$ cat config.mk
export PLATFORM = sky130hd
export DESIGN_NAME = she_back
export DESIGN_NICKNAME = d
export VERILOG_FILES = /design/src/design/she_pkg.sv /design/src/design/she_back.sv
export SDC_FILE = /design/constraint.sdc
export NUM_CORES = 1
export LEC_CHECK = 0
export BUFFER_PORTS_ARGS = -buffer_cell sky130_fd_sc_hd__buf_2
export CORE_MARGIN = 2
export CORE_UTILIZATION = 54
export CTS_CLUSTER_DIAMETER = 80
export CTS_CLUSTER_SIZE = 30
export DETAILED_ROUTE_END_ITERATION = 10
export PLACE_DENSITY_LB_ADDON = 0.2
export SLEW_MARGIN = 5
export SYNTH_ARGS = -nofsm -noshare
export SYNTH_HDL_FRONTEND = slang
export SYNTH_SLANG_ARGS = --single-unit
$ cat constraint.sdc
create_clock -name clk -period 13 [get_ports clk]
set_input_delay 1.3 -clock clk [delete_from_list [all_inputs] [get_ports clk]]
set_output_delay 1.3 -clock clk [all_outputs]
set_load 0.01 [all_outputs]
$ cat src/design/she_pkg.sv
// ----------------------------------------------------------------------------
// she_pkg: shared types and helpers for the spring edge Hessian triplets block
// Record types between the units, square root and divider digit steps,
// and the axis-pair ordering of the emitted 3x3 blocks.
// ----------------------------------------------------------------------------
package she_pkg;

	localparam int VTX_W  = 17;
	localparam int IDX_W  = 18;
	localparam int POS_W  = 32;
	localparam int VAL_W  = 32;
	localparam int MAG_W  = 30;
	localparam int ROOT_W = 31;
	localparam int SUM_W  = 62;
	localparam int DVS_W  = 34;

	localparam logic [VTX_W-1:0] POINT_COUNT_RST = VTX_W'(65536);

	// position of the last triplet of an edge
	localparam logic [1:0] LAST_BLK = 2'd3;
	localparam logic [3:0] LAST_POS = 4'd8;

	// edge after length extraction
	typedef struct packed {
		logic [VTX_W-1:0]           vi;
		logic [VTX_W-1:0]           vj;
		logic [POS_W-1:0]           rest;
		logic [2:0][MAG_W-1:0]      mag;
		logic [2:0]                 neg;
		logic [1:0]                 shift;
		logic [ROOT_W-1:0]          norm;
	} root_rec_t;

	// edge with its six distinct Hessian entries: xx, yy, zz, xy, xz, yz
	typedef struct packed {
		logic [VTX_W-1:0]           vi;
		logic [VTX_W-1:0]           vj;
		logic [5:0][VAL_W-1:0]      kval;
		logic                       degen;
	} k_rec_t;

	typedef struct packed {
		logic [33:0] rem;
		logic [31:0] root;
	} sqrt_st_t;

	typedef struct packed {
		logic [34:0] rem;
		logic [31:0] quo;
	} div_st_t;

	// one digit of the bitwise integer square root
	function automatic sqrt_st_t sqrt_step(sqrt_st_t st, logic [1:0] pair);
		logic [35:0] r2;
		logic [35:0] trial;
		sqrt_st_t    nx;
		r2    = {st.rem, pair};
		trial = {2'b00, st.root, 2'b01};
		if (r2 >= trial) begin
			nx.rem  = 34'(r2 - trial);
			nx.root = {st.root[30:0], 1'b1};
		end else begin
			nx.rem  = r2[33:0];
			nx.root = {st.root[30:0], 1'b0};
		end
		return nx;
	endfunction

	// one quotient bit of restoring division, remainder kept below twice the divisor
	function automatic div_st_t div_step(div_st_t st, logic [DVS_W-1:0] dvs);
		logic        ge;
		logic [34:0] r;
		div_st_t     nx;
		ge     = st.rem >= {1'b0, dvs};
		r      = ge ? st.rem - {1'b0, dvs} : st.rem;
		nx.quo = {st.quo[30:0], ge};
		nx.rem = {r[33:0], 1'b0};
		return nx;
	endfunction

	// emitted order within a block: xx yy zz yx zx zy xy xz yz
	function automatic logic [1:0] row_axis(logic [3:0] p);
		logic [1:0] a;
		case (p)
			4'd1, 4'd3, 4'd8: a = 2'd1;
			4'd2, 4'd4, 4'd5: a = 2'd2;
			default:          a = 2'd0;
		endcase
		return a;
	endfunction

	function automatic logic [1:0] col_axis(logic [3:0] p);
		logic [1:0] a;
		case (p)
			4'd1, 4'd5, 4'd6: a = 2'd1;
			4'd2, 4'd7, 4'd8: a = 2'd2;
			default:          a = 2'd0;
		endcase
		return a;
	endfunction

	// stored entry order: xx yy zz xy xz yz
	function automatic logic [1:0] slot_row(logic [2:0] s);
		logic [1:0] a;
		case (s)
			3'd1, 3'd5: a = 2'd1;
			3'd2:       a = 2'd2;
			default:    a = 2'd0;
		endcase
		return a;
	endfunction

	function automatic logic [1:0] slot_col(logic [2:0] s);
		logic [1:0] a;
		case (s)
			3'd1, 3'd3: a = 2'd1;
			3'd2, 3'd4, 3'd5: a = 2'd2;
			default:    a = 2'd0;
		endcase
		return a;
	endfunction

endpackage

$ cat src/design/she_back.sv
// ----------------------------------------------------------------------------
// she_back: triplet emitter; holds the point_count register
// Walks the four blocks of nine entries of one edge record and presents one
// triplet a cycle through an output register unless out_ready stalls.
// ----------------------------------------------------------------------------
module she_back (
	input  logic                      clk,
	input  logic                      arst_n,
	input  logic                      cfg_wr_en,
	input  logic [she_pkg::VTX_W-1:0] cfg_wr_data,
	input  logic                      rec_valid,
	output logic                      rec_pop,
	input  she_pkg::k_rec_t           rec,
	output logic                      out_valid,
	input  logic                      out_ready,
	output logic [she_pkg::IDX_W-1:0] row_index,
	output logic [she_pkg::IDX_W-1:0] col_index,
	output logic signed [she_pkg::VAL_W-1:0] entry_value,
	output logic                      degenerate,
	output logic                      last_entry
);

	logic [she_pkg::VTX_W-1:0] pc_q;
	logic [1:0]                blk_q;
	logic [3:0]                pos_q;

	logic                      load;
	logic                      at_last;
	logic [1:0]                ra, ca;
	logic [she_pkg::VTX_W-1:0] rv, cv;
	logic [she_pkg::IDX_W-1:0] pc_ext;
	logic [she_pkg::IDX_W-1:0] roff, coff;
	logic [2:0]                slot;
	logic [she_pkg::VAL_W-1:0] kv;
	logic [she_pkg::VAL_W-1:0] val;

	assign load    = rec_valid && (!out_valid || out_ready);
	assign at_last = (blk_q == she_pkg::LAST_BLK) && (pos_q == she_pkg::LAST_POS);
	assign rec_pop = load && at_last;

	assign ra     = she_pkg::row_axis(pos_q);
	assign ca     = she_pkg::col_axis(pos_q);
	assign rv     = (blk_q == 2'd0 || blk_q == 2'd2) ? rec.vi : rec.vj;
	assign cv     = (blk_q == 2'd0 || blk_q == 2'd3) ? rec.vi : rec.vj;
	assign pc_ext = she_pkg::IDX_W'(pc_q);

	always_comb begin
		case (ra)
			2'd1:    roff = pc_ext;
			2'd2:    roff = pc_ext << 1;
			default: roff = '0;
		endcase
		case (ca)
			2'd1:    coff = pc_ext;
			2'd2:    coff = pc_ext << 1;
			default: coff = '0;
		endcase
	end

	// mirrored pairs share the stored xy, xz, yz entries
	assign slot = (pos_q < 4'd6) ? pos_q[2:0] : 3'(pos_q - 4'd3);
	assign kv   = rec.kval[slot];
	assign val  = rec.degen ? '0 : (blk_q[1] ? -kv : kv);

	always_ff @(posedge clk or negedge arst_n) begin
		if (!arst_n) begin
			pc_q      <= she_pkg::POINT_COUNT_RST;
			blk_q     <= '0;
			pos_q     <= '0;
			out_valid <= 1'b0;
		end else begin
			if (cfg_wr_en)
				pc_q <= cfg_wr_data;
			if (load) begin
				out_valid <= 1'b1;
				if (pos_q == she_pkg::LAST_POS) begin
					pos_q <= '0;
					blk_q <= blk_q + 2'd1;
				end else begin
					pos_q <= pos_q + 4'd1;
				end
			end else if (out_ready) begin
				out_valid <= 1'b0;
			end
		end
	end

	always_ff @(posedge clk) begin
		if (load) begin
			row_index   <= she_pkg::IDX_W'(rv) + roff;
			col_index   <= she_pkg::IDX_W'(cv) + coff;
			entry_value <= val;
			degenerate  <= rec.degen;
			last_entry  <= at_last;
		end
	end

	a_degen_zero: assert property (@(posedge clk) disable iff (!arst_n)
		out_valid && degenerate |-> entry_value == '0)
		else $error("degenerate triplet carries a nonzero value");

	a_pop_at_end: assert property (@(posedge clk) disable iff (!arst_n)
		rec_pop |=> blk_q == 2'd0 && pos_q == 4'd0)
		else $error("edge record released before its last triplet");

	a_last_wraps: assert property (@(posedge clk) disable iff (!arst_n)
		load && at_last |=> out_valid && last_entry)
		else $error("last triplet not flagged");

	a_pos_range: assert property (@(posedge clk) disable iff (!arst_n)
		pos_q <= she_pkg::LAST_POS)
		else $error("block position out of range");

endmodule

==> impl_results.md <==
* Met3 routed wirelength at 2300 um
* Placed Instances at 1303
* Tmin final at 5350 ps
* Max-slew headroom at 26.3%
* Die ar. at 16200 um2
* Total gr overflow at 0
* Met1 Wirelength at 11100 um
* Hold_ws at 509 ps
* Worst r2r src: pos_q[1]
* Final Worst Setup Slack at 7650 ps
* Layout cells sized above 1 at 37.8%
* Critical path fanouts, max at 17
* CTS H-tree lvls at 3
* Vias per cell at 5.94
* Port-buffer cells at 320
* # setup viols final at 0
* Post-Layout Cell Count at 1320
* P&R area growth vs syn at 23.4%
* Slowest-stage cell, CP: dfrtp_1
* CTS tree: done
* Flop2flop setup slack at 7650 ps
* Pwr Density at 247 nW/um2
* Reg2reg path depth at 19
* CORE AREA at 15000 um2
* Iter 0 DRT Violations at 672
* GRT Util Overall at 30.0%
* Status: finished, final reports clean
* Clk sinks at 94
* Initial antenna violation count at 2
* Critical Path AT at 5450 ps
* Crit Path Category: register to register
* Vias at 7840
* Pre-CTS worst setup slack at 7740 ps
* Ys flop type: edfxtp_1
* Crit start category: register
* Hold Startpoint: blk_q[0]
* CP endpoint kind: register
* Hold Crit Class: register to register
* Asr flop ratio synth at 25.5%
* Mapped cell area at 8220 um2
* Critical Path RT at 13100 ps
* Worst skew pair latency at 350 ps
* Hold Path Stages at 1
* Post-synthesis sequential area ratio at 32.9%
* Final worst path period share at 41.1%
* Clock slew at reported path FFs at 70 ps
* Number of synthesized flops with an enable pin at 70
* Pin count of the biggest net entering global routing at 74
* Clock Path Buffers at 2
* Total CTS buffers at 9
* Starting density of the core at 54.7%
* Max Used Layer: met5
* DRC viols at 0
* Final Hold Vio Count at 0
* Vias in the first global route at 7144
* Peak supply drop at 0.179 mV
* Wire per inst at 19.1 um
* Clock Skews at 7.16 ps
* Top delay family on crit path: compound AO/OA/AOI/OAI gates
* Commonest non-fill, non-tap cell in the layout: buf_2
* CP Cell Sequence: ha_1 > nor3_1 > or3_1 > ha_1 > nor2b_1 > buf_4 > and2_1 > ha_1 > inv_1 > fa_1 > nor2b_1 > o21a_1 > o21ai_0 > a2111oi_0 > o31ai_1 > o21ai_0 > o21a_1 > nor2_1 > xnor2_1
* Antenna viol nets, final at 0
* Yosys reg bits at 94
* Slew Viols, Final at 0
* Max incr delay on CP at 600 ps
* Most frequent cells in the layout: 320 x buf_2, 70 x edfxtp_1, 64 x nor2_1
* Wire length on met2 at 11500 um
* Gate Count Post-Synth at 837
* Number of gates resized after CTS at 0
* Chip Height at 127 um
* Synth warn at 0
* Rows at 45
* Fmax at 0.187 GHz
* Clock root buffer: clkbuf_16
* Io pins at 321
* 1st-pass router iterations at 5
* CP Buf/Inv Count at 2
* Routed WL at 25300 um
* RSZ-0062 raised after global routing: false
* First-pass GRT wire length at 37600 um
* Hold Path Sink: blk_q[0]
* Max Cap Viol at 0
* Finished Core Util at 67.5%
* RR Endpoint: row_index[16]
* Die width at 127 um
* Post-Syn Nets at 1134
* Postcts setup bufs at 0
* Final #Nets at 1423
* Setup TNS at 0 ps
* Syn_area_per_cell at 9.82 um2
* Placed wire-length estimate at 19800 um
* Placer Congestion at 0.938
* # hold bufs at CTS at 0
* Netlist cell types at 73
* Crit-path most repeated cell: ha_1
* Worst-Margin Slew at 1100 ps
* Static leakage at 4.57 nW
-- worst max path at each step --
stage | start | to | slack [ps] | depth (start not counted)
CTS | pos_q[1] | row_index[16] | 7730 | 19
global placement | pos_q[1] | row_index[16] | 7940 | 19
global route | pos_q[1] | entry_value[31] | 7270 | 10
finish | pos_q[1] | row_index[16] | 7650 | 19
floorplan | pos_q[2] | col_index[16] | 8200 | 22
detailed placement | pos_q[1] | row_index[16] | 7740 | 19
-- synthesized netlist by cell type (all sizes together) (5+ instances only) --
library cell / count / area, um2
nor2: 66 / 253
mux2: 57 / 642
or3: 28 / 175
o211ai: 24 / 180
ha: 46 / 576
xor2: 24 / 210
nor2b: 14 / 87.6
o32ai: 6 / 52.6
nand2b: 9 / 56.3
mux2i: 50 / 500
a21oi: 44 / 235
a22o: 30 / 263
a2bb2oi: 5 / 43.8
o31ai: 8 / 60.1
clkbuf: 29 / 109
o41ai: 11 / 134
a31oi: 6 / 37.5
xnor2: 37 / 332
nand2: 51 / 191
or2: 5 / 31.3
inv: 25 / 93.8
edfxtp: 70 / 2100
o221ai: 15 / 131
and2: 6 / 37.5
nand4: 5 / 46.3
o21ai: 25 / 125
nor3: 24 / 120
nand3: 10 / 55.1
a21o: 5 / 37.5
buf: 23 / 165
dfrtp: 23 / 576
-- registers in the layout, summed over array words and instances (netlist names) --
register and cells:
entry_value 32, pos_q 4, out_valid 1, row_index 18, col_index 18, degenerate 1
pc_q 17, blk_q 2, last_entry 1
-- kinds of logic (layout without fill, tap and decap cells) --
kind of cell | after synthesis | after routing | synth area share (%)
AOI/OAI and AO/OA | 210 | 210 | 19.1
xor gates and xnor gates | 61 | 61 | 6.59
adders and majority gates | 48 | 48 | 7.49
buffers and inverters | 77 | 371 | 4.48
DFF | 94 | 94 | 32.9
muxes | 109 | 109 | 14.4
other | 0 | 1 | 0
and+or+nand+nor | 238 | 238 | 15.0
-- power breakdown --
part           leakage (nW)  switching, mW  internal (mW)
logic                  3.50           1.02          0.697
registers             0.955         0.0743          0.466
clock network         0.120          0.117          0.130
-- per-layer routing --
metal,up-vias,GRT usage [%]
met4,2,7.24
met3,32,7.12
met1,3669,42.2
met5,-,0
met2,387,47.2
li1,3750,-
-- worst register-to-register path, cell delays in order (launching register included) --
cell and delay [ps]:
dfrtp_1 600, ha_1 570, nor3_1 100, or3_1 400, ha_1 320, nor2b_1 110, buf_4 240, and2_1 180
ha_1 160, inv_1 50, fa_1 400, nor2b_1 130, o21a_1 150, o21ai_0 140, a2111oi_0 600, o31ai_1 310
o21ai_0 330, o21a_1 150, nor2_1 40, xnor2_1 120
-- area by class of cell --
cell class | count | area (um2)
multi-input cells | 666 | 5160
fillers | 1290 | 4890
flip-flops and latches | 94 | 2700
repair buffers | 330 | 1680
well taps | 188 | 235
clock buffers | 11 | 233
inverters | 25 | 93.8
clock inverters | 5 | 35.0
diodes | 1 | 2.50
-- per-stage QoR --
step	total power, mW	instance area [um2]
global route	2.67	10100
detailed placement	2.23	9870
global placement	2.21	9870
floorplan	1.82	8220
CTS	2.48	10100
finish	2.50	10100
(Power assumes the default switching activity.)
