[config.mk]
export PLATFORM = sky130hd
export DESIGN_NAME = she_front
export DESIGN_NICKNAME = d
export VERILOG_FILES = /design/src/design/she_pkg.sv /design/src/design/she_front.sv
export SDC_FILE = /design/constraint.sdc
export NUM_CORES = 2
export LEC_CHECK = 0
export BUFFER_PORTS_ARGS = -buffer_cell sky130_fd_sc_hd__buf_2
export CORE_UTILIZATION = 50
export CTS_BUF_LIST = sky130_fd_sc_hd__clkbuf_16
export CTS_CLUSTER_SIZE = 30
export DETAILED_ROUTE_END_ITERATION = 10
export HOLD_SLACK_MARGIN = 0.12
export PLACE_DENSITY = 0.69
export SETUP_SLACK_MARGIN = 0.05
export SLEW_MARGIN = 10
export SYNTH_ARGS = -nofsm -noshare
export SYNTH_HDL_FRONTEND = slang
export SYNTH_SLANG_ARGS = --single-unit
[constraint.sdc]
create_clock -name clk -period 12.86 [get_ports clk]
set_input_delay 0 -clock clk [delete_from_list [all_inputs] [get_ports clk]]
set_output_delay 0 -clock clk [all_outputs]
set_load 0.05 [all_outputs]
[src/design/she_pkg.sv]
// ----------------------------------------------------------------------------
// she_pkg: shared types and helpers for the spring edge Hessian triplets block
// Record types between the units, square root and divider digit steps,
// and the axis-pair ordering of the emitted 3x3 blocks.
// ----------------------------------------------------------------------------
package she_pkg;

	localparam int VTX_W  = 17;
	localparam int IDX_W  = 18;
	localparam int POS_W  = 32;
	localparam int VAL_W  = 32;
	localparam int MAG_W  = 30;
	localparam int ROOT_W = 31;
	localparam int SUM_W  = 62;
	localparam int DVS_W  = 34;

	localparam logic [VTX_W-1:0] POINT_COUNT_RST = VTX_W'(65536);

	// position of the last triplet of an edge
	localparam logic [1:0] LAST_BLK = 2'd3;
	localparam logic [3:0] LAST_POS = 4'd8;

	// edge after length extraction
	typedef struct packed {
		logic [VTX_W-1:0]           vi;
		logic [VTX_W-1:0]           vj;
		logic [POS_W-1:0]           rest;
		logic [2:0][MAG_W-1:0]      mag;
		logic [2:0]                 neg;
		logic [1:0]                 shift;
		logic [ROOT_W-1:0]          norm;
	} root_rec_t;

	// edge with its six distinct Hessian entries: xx, yy, zz, xy, xz, yz
	typedef struct packed {
		logic [VTX_W-1:0]           vi;
		logic [VTX_W-1:0]           vj;
		logic [5:0][VAL_W-1:0]      kval;
		logic                       degen;
	} k_rec_t;

	typedef struct packed {
		logic [33:0] rem;
		logic [31:0] root;
	} sqrt_st_t;

	typedef struct packed {
		logic [34:0] rem;
		logic [31:0] quo;
	} div_st_t;

	// one digit of the bitwise integer square root
	function automatic sqrt_st_t sqrt_step(sqrt_st_t st, logic [1:0] pair);
		logic [35:0] r2;
		logic [35:0] trial;
		sqrt_st_t    nx;
		r2    = {st.rem, pair};
		trial = {2'b00, st.root, 2'b01};
		if (r2 >= trial) begin
			nx.rem  = 34'(r2 - trial);
			nx.root = {st.root[30:0], 1'b1};
		end else begin
			nx.rem  = r2[33:0];
			nx.root = {st.root[30:0], 1'b0};
		end
		return nx;
	endfunction

	// one quotient bit of restoring division, remainder kept below twice the divisor
	function automatic div_st_t div_step(div_st_t st, logic [DVS_W-1:0] dvs);
		logic        ge;
		logic [34:0] r;
		div_st_t     nx;
		ge     = st.rem >= {1'b0, dvs};
		r      = ge ? st.rem - {1'b0, dvs} : st.rem;
		nx.quo = {st.quo[30:0], ge};
		nx.rem = {r[33:0], 1'b0};
		return nx;
	endfunction

	// emitted order within a block: xx yy zz yx zx zy xy xz yz
	function automatic logic [1:0] row_axis(logic [3:0] p);
		logic [1:0] a;
		case (p)
			4'd1, 4'd3, 4'd8: a = 2'd1;
			4'd2, 4'd4, 4'd5: a = 2'd2;
			default:          a = 2'd0;
		endcase
		return a;
	endfunction

	function automatic logic [1:0] col_axis(logic [3:0] p);
		logic [1:0] a;
		case (p)
			4'd1, 4'd5, 4'd6: a = 2'd1;
			4'd2, 4'd7, 4'd8: a = 2'd2;
			default:          a = 2'd0;
		endcase
		return a;
	endfunction

	// stored entry order: xx yy zz xy xz yz
	function automatic logic [1:0] slot_row(logic [2:0] s);
		logic [1:0] a;
		case (s)
			3'd1, 3'd5: a = 2'd1;
			3'd2:       a = 2'd2;
			default:    a = 2'd0;
		endcase
		return a;
	endfunction

	function automatic logic [1:0] slot_col(logic [2:0] s);
		logic [1:0] a;
		case (s)
			3'd1, 3'd3: a = 2'd1;
			3'd2, 3'd4, 3'd5: a = 2'd2;
			default:    a = 2'd0;
		endcase
		return a;
	endfunction

endpackage

[src/design/she_front.sv]
// ----------------------------------------------------------------------------
// she_front: edge intake and length
// Forms the coordinate differences, scales them below 2^30, sums the squares
// on one multiplier and takes the integer square root two digits a cycle.
// ----------------------------------------------------------------------------
module she_front (
	input  logic                         clk,
	input  logic                         arst_n,
	input  logic                         in_valid,
	output logic                         in_ready,
	input  logic [she_pkg::VTX_W-1:0]    vertex_i,
	input  logic [she_pkg::VTX_W-1:0]    vertex_j,
	input  logic signed [she_pkg::POS_W-1:0] pos_i_x,
	input  logic signed [she_pkg::POS_W-1:0] pos_i_y,
	input  logic signed [she_pkg::POS_W-1:0] pos_i_z,
	input  logic signed [she_pkg::POS_W-1:0] pos_j_x,
	input  logic signed [she_pkg::POS_W-1:0] pos_j_y,
	input  logic signed [she_pkg::POS_W-1:0] pos_j_z,
	input  logic [she_pkg::POS_W-1:0]    rest_length,
	output logic                         rr_valid,
	input  logic                         rr_ready,
	output she_pkg::root_rec_t           rr
);

	typedef enum logic [1:0] {F_IDLE, F_SQ, F_ROOT, F_OUT} fstate_t;

	fstate_t                state_q;
	logic [3:0]             cnt_q;
	logic [she_pkg::SUM_W-1:0] acc_q;
	logic [63:0]            rad_q;
	she_pkg::sqrt_st_t      st_q;
	logic [she_pkg::VTX_W-1:0] vi_q, vj_q;
	logic [she_pkg::POS_W-1:0] rest_q;
	logic [2:0][she_pkg::MAG_W-1:0] mag_q;
	logic [2:0]             neg_q;
	logic [1:0]             shift_q;

	logic [2:0][32:0]       dif;
	logic [2:0][32:0]       mag_full;
	logic [2:0]             neg_in;
	logic [1:0]             shift_in;
	logic [2:0][she_pkg::MAG_W-1:0] mag_in;
	logic                   take;
	logic [she_pkg::MAG_W-1:0] sq_op;
	logic [59:0]            sq;
	she_pkg::sqrt_st_t      st_mid, st_nx;

	always_comb begin
		dif[0] = {pos_i_x[31], pos_i_x} - {pos_j_x[31], pos_j_x};
		dif[1] = {pos_i_y[31], pos_i_y} - {pos_j_y[31], pos_j_y};
		dif[2] = {pos_i_z[31], pos_i_z} - {pos_j_z[31], pos_j_z};
		for (int a = 0; a < 3; a++) begin
			neg_in[a]   = dif[a][32];
			mag_full[a] = neg_in[a] ? 33'(-dif[a]) : dif[a];
		end
		if ((mag_full[0] | mag_full[1] | mag_full[2]) < 33'h0_4000_0000)
			shift_in = 2'd0;
		else if ((mag_full[0] | mag_full[1] | mag_full[2]) < 33'h0_8000_0000)
			shift_in = 2'd1;
		else if ((mag_full[0] | mag_full[1] | mag_full[2]) < 33'h1_0000_0000)
			shift_in = 2'd2;
		else
			shift_in = 2'd3;
		for (int a = 0; a < 3; a++)
			mag_in[a] = she_pkg::MAG_W'(mag_full[a] >> shift_in);
	end

	assign in_ready = (state_q == F_IDLE) || (state_q == F_OUT && rr_ready);
	assign take     = in_valid && in_ready;

	assign sq_op  = mag_q[cnt_q[1:0]];
	assign sq     = sq_op * sq_op;
	assign st_mid = she_pkg::sqrt_step(st_q, rad_q[63:62]);
	assign st_nx  = she_pkg::sqrt_step(st_mid, rad_q[61:60]);

	assign rr_valid   = (state_q == F_OUT);
	assign rr.vi      = vi_q;
	assign rr.vj      = vj_q;
	assign rr.rest    = rest_q;
	assign rr.mag     = mag_q;
	assign rr.neg     = neg_q;
	assign rr.shift   = shift_q;
	assign rr.norm    = st_q.root[she_pkg::ROOT_W-1:0];

	always_ff @(posedge clk or negedge arst_n) begin
		if (!arst_n) begin
			state_q <= F_IDLE;
			cnt_q   <= '0;
		end else begin
			unique case (state_q)
				F_IDLE, F_OUT: begin
					if (take) begin
						state_q <= F_SQ;
						cnt_q   <= '0;
					end else if (state_q == F_OUT && rr_ready) begin
						state_q <= F_IDLE;
					end
				end
				F_SQ: begin
					if (cnt_q == 4'd2) begin
						state_q <= F_ROOT;
						cnt_q   <= '0;
					end else begin
						cnt_q <= cnt_q + 4'd1;
					end
				end
				F_ROOT: begin
					cnt_q <= cnt_q + 4'd1;
					if (cnt_q == 4'd15)
						state_q <= F_OUT;
				end
				default: state_q <= F_IDLE;
			endcase
		end
	end

	always_ff @(posedge clk) begin
		if (take) begin
			vi_q    <= vertex_i;
			vj_q    <= vertex_j;
			rest_q  <= rest_length;
			mag_q   <= mag_in;
			neg_q   <= neg_in;
			shift_q <= shift_in;
			acc_q   <= '0;
		end
		if (state_q == F_SQ) begin
			acc_q <= acc_q + she_pkg::SUM_W'(sq);
			if (cnt_q == 4'd2) begin
				rad_q <= {2'b00, acc_q + she_pkg::SUM_W'(sq)};
				st_q  <= '0;
			end
		end
		if (state_q == F_ROOT) begin
			st_q  <= st_nx;
			rad_q <= {rad_q[59:0], 4'b0000};
		end
	end

endmodule

==> out/results.txt <==
status: finished clean
Post-Synth Simple-Gate Area: 12.9%
per-cell routed wire length: 21.8 µm
vias per cell: 5.74
post-synthesis sequential area ratio: 19.4%
syn_nets: 7,481
Routed Antenna Nets: 0
hold_ws: 0.171 ns
grt ovf: 0
largest family of logic cells by synthesized area: adder cells
CTS Buf Count: 45
largest net degree at the start of global routing: 77
Tot GR Track Use: 31.2%
CP dominant cell by count: fa_1
top-count cell post-synth: inv_1
IO Port Bufs: 455
CP Max Fanout: 35
synth cell count leaders: inv_1 (1,171), fa_1 (754), nor2_1 (563)
uppermost layer routed: met5
CP Data Required Time: 13.25 ns
fraction of layout cells with a size suffix above 1: 10.9%
Synth Flop Type: edfxtp_1
clock tree buffer depth: 3
maxcap violations: 0
FF+latch area: 0.0107 mm²
crit path kind: reg -> reg
RSZ-0062 raised after global routing: no
leading post-synthesis cells by cell area: fa_1 (27%), edfxtp_1 (19%), ha_1 (9.6%), inv_1 (8.0%), nor2_1 (3.8%)
Clk Latency, worst-skew pair: 0.66 ns
Die H: 334 µm
CP Capture Type: flip-flop
total die area: 0.112 mm²
final RePlAce weighted congestion: 0.968
multi-input logic area: 0.0390 mm²
Synth cell types: 105
Max-slew headroom: 9.40%
ys async rst share: 1.67%
top-area cell type share of the netlist area: 27.4%
Iteration-0 DRC Markers: 4,148
highest clock rate: 0.0887 GHz
met3 routed WL: 17,500 µm
WL final: 173,000 µm
Seq cells post-synth: 359
Tcrit/Tclk final: 87.7%
Synth Instances: 6,041
Die X: 334 µm
# IOs: 456
Pre-antenna DRT Iters: 7
clock tree sinks: 359
Arr. time, crit path: 11.66 ns
syn_area_per_cell: 9.12 µm²
post-synth top area cell: fa_1
endpoints failing hold: 0
clock tree root driver cell: clkbuf_16
H-tree depth: 2
Tightest Pin Transition: 1.32 ns
met1 wire length: 69,600 µm
Post-Synth Adder-Cell Area: 37.0%
mux cell area share after synthesis: 3.38%
number of vias in the routed layout: 45,718
filler instances: 9,733
initial antenna violation count: 4
Final HPWL DP: 137,000 µm
YS warnings: 0
XOR/XNOR Fraction of Synth Area: 3.90%
Nets: 7,960
vias in the first global route: 46,820
synthesis-to-finish area growth: 11.9%
CTS tree: yes
Max stage delay on crit path: 0.78 ns
skew final: 0.0585 ns
final core utilization: 56.6%
minimum clock period: 11.27 ns
clk slew on worst S/H paths: 0.06 ns
first-pass GRT wire length: 268,000 µm
Hold Path Class: in -> reg
Slew Limit Fails: 0
DRC Markers: 0
Starting Density: 50.6%
synthesized area: 0.0551 mm²
setup_tns: 0 ns
final setup vio count: 0
Post-synth EDFFs: 349
num rows: 121
Synth Area in Compound Gates: 13.3%
Slowest-stage cell, CP: a211oi_1
Core Region: 0.109 mm²
CP startpoint kind: flip-flop
wire length on met2: 79,000 µm
-- per-stage QoR --
stage	area [µm²]	worst slack, ns	instances
floorplan	55100	1.77	6041
global placement	58800	1.99	7745
detailed placement	58800	1.75	7745
CTS	61700	1.75	7968
global route	61700	1.16	7970
finish	61700	1.59	7970
-- routing by layer --
| metal | vias up | track usage [%] |
|---|---|---|
| met3 | 358 | 7.98 |
| li1 | 20815 | - |
| met5 | - | 0 |
| met2 | 1986 | 49.9 |
| met1 | 22557 | 40.6 |
| met4 | 2 | 11.7 |
-- flip-flops by register name, summed over array words and instances, names as in the netlist --
register  count
vi_q         17
state_q       2
vj_q         17
rad_q        64
shift_q       2
cnt_q         4
neg_q         3
st_q         35
acc_q        62
rest_q       32
rr          121
-- layout make-up --
cell class                 instances  area share [%]
multi-input combinational       4259            63.3
sequential                       359            17.4
inverter                        1179            7.18
timing repair buffer             676            6.95
tap                             1414            2.87
clock buffer                      45            1.83
clock inverter                    37           0.532
antenna                            1         0.00406
-- what timing repair did --
action / CTS / global route
setup buffers: 0 / 0
resized for setup: 0 / 0
endpoints found under the hold margin: 95 / 0
hold buffers: 141 / 0
-- critical path, delay by kind of cell (launching register included) --
kind / cells / cell delay, ns
AO/OA/AOI/OAI: 12 / 3.68
XOR/XNOR: 1 / 0.15
buffers and inverters: 6 / 1.23
adder cells (fa/ha/maj): 9 / 3.61
flip-flops: 1 / 0.45
AND/OR/NAND/NOR: 6 / 1.84
-- path summary, 6_finish.rpt --
check                               start         end  slack (ns)  cells after the start
hold / removal             rest_length[4]   rest_q[4]        0.17                      2
max in group asynchronous          arst_n    cnt_q[3]       12.04                      3
hold reg to reg                  rad_q[2]    rad_q[2]        0.52                      2
setup reg to reg                 cnt_q[0]   rad_q[61]        1.59                     34
setup / recovery                 cnt_q[0]   rad_q[61]        1.59                     34
min in group asynchronous          arst_n  state_q[0]        0.44                      3
-- logic make-up (layout without fill, tap and decap cells) --
| kind of cell | count (synthesis) | count (layout) |
|---|---|---|
| AOI/OAI and AO/OA | 1084 | 1084 |
| xor gates and xnor gates | 243 | 243 |
| adders and majority gates | 1178 | 1178 |
| buffers and inverters | 1423 | 1937 |
| DFF | 359 | 359 |
| muxes | 184 | 184 |
| other | 0 | 1 |
| and+or+nand+nor | 1570 | 1570 |
-- cells in the final DEF, fill, tap and decap left out, types with 17 or more instances in the layout --
master,instances
o21ai_0,193
clkinv_1,17
a21o_1,142
dlygate4sd3_1,141
nor4_1,19
nor3b_1,17
xnor2_1,157
nor3_1,94
or3_1,24
nand3_1,73
nand4_1,39
buf_4,80
o211ai_1,35
clkbuf_16,45
a31oi_1,38
nor2_1,561
and2_1,56
mux2i_1,169
nand2_1,487
nand2b_1,41
a21oi_1,270
edfxtp_1,349
inv_1,1176
buf_2,455
a211oi_1,34
xor2_1,83
o31ai_1,37
or2_2,23
a22o_1,60
o21a_1,34
ha_1,423
nor2b_1,36
and3_1,47
fa_1,754
o21bai_1,25
Power is left out: the tool's default activity adds up to more than one toggle a clock period on the data nets, which glitch-free logic cannot reach.
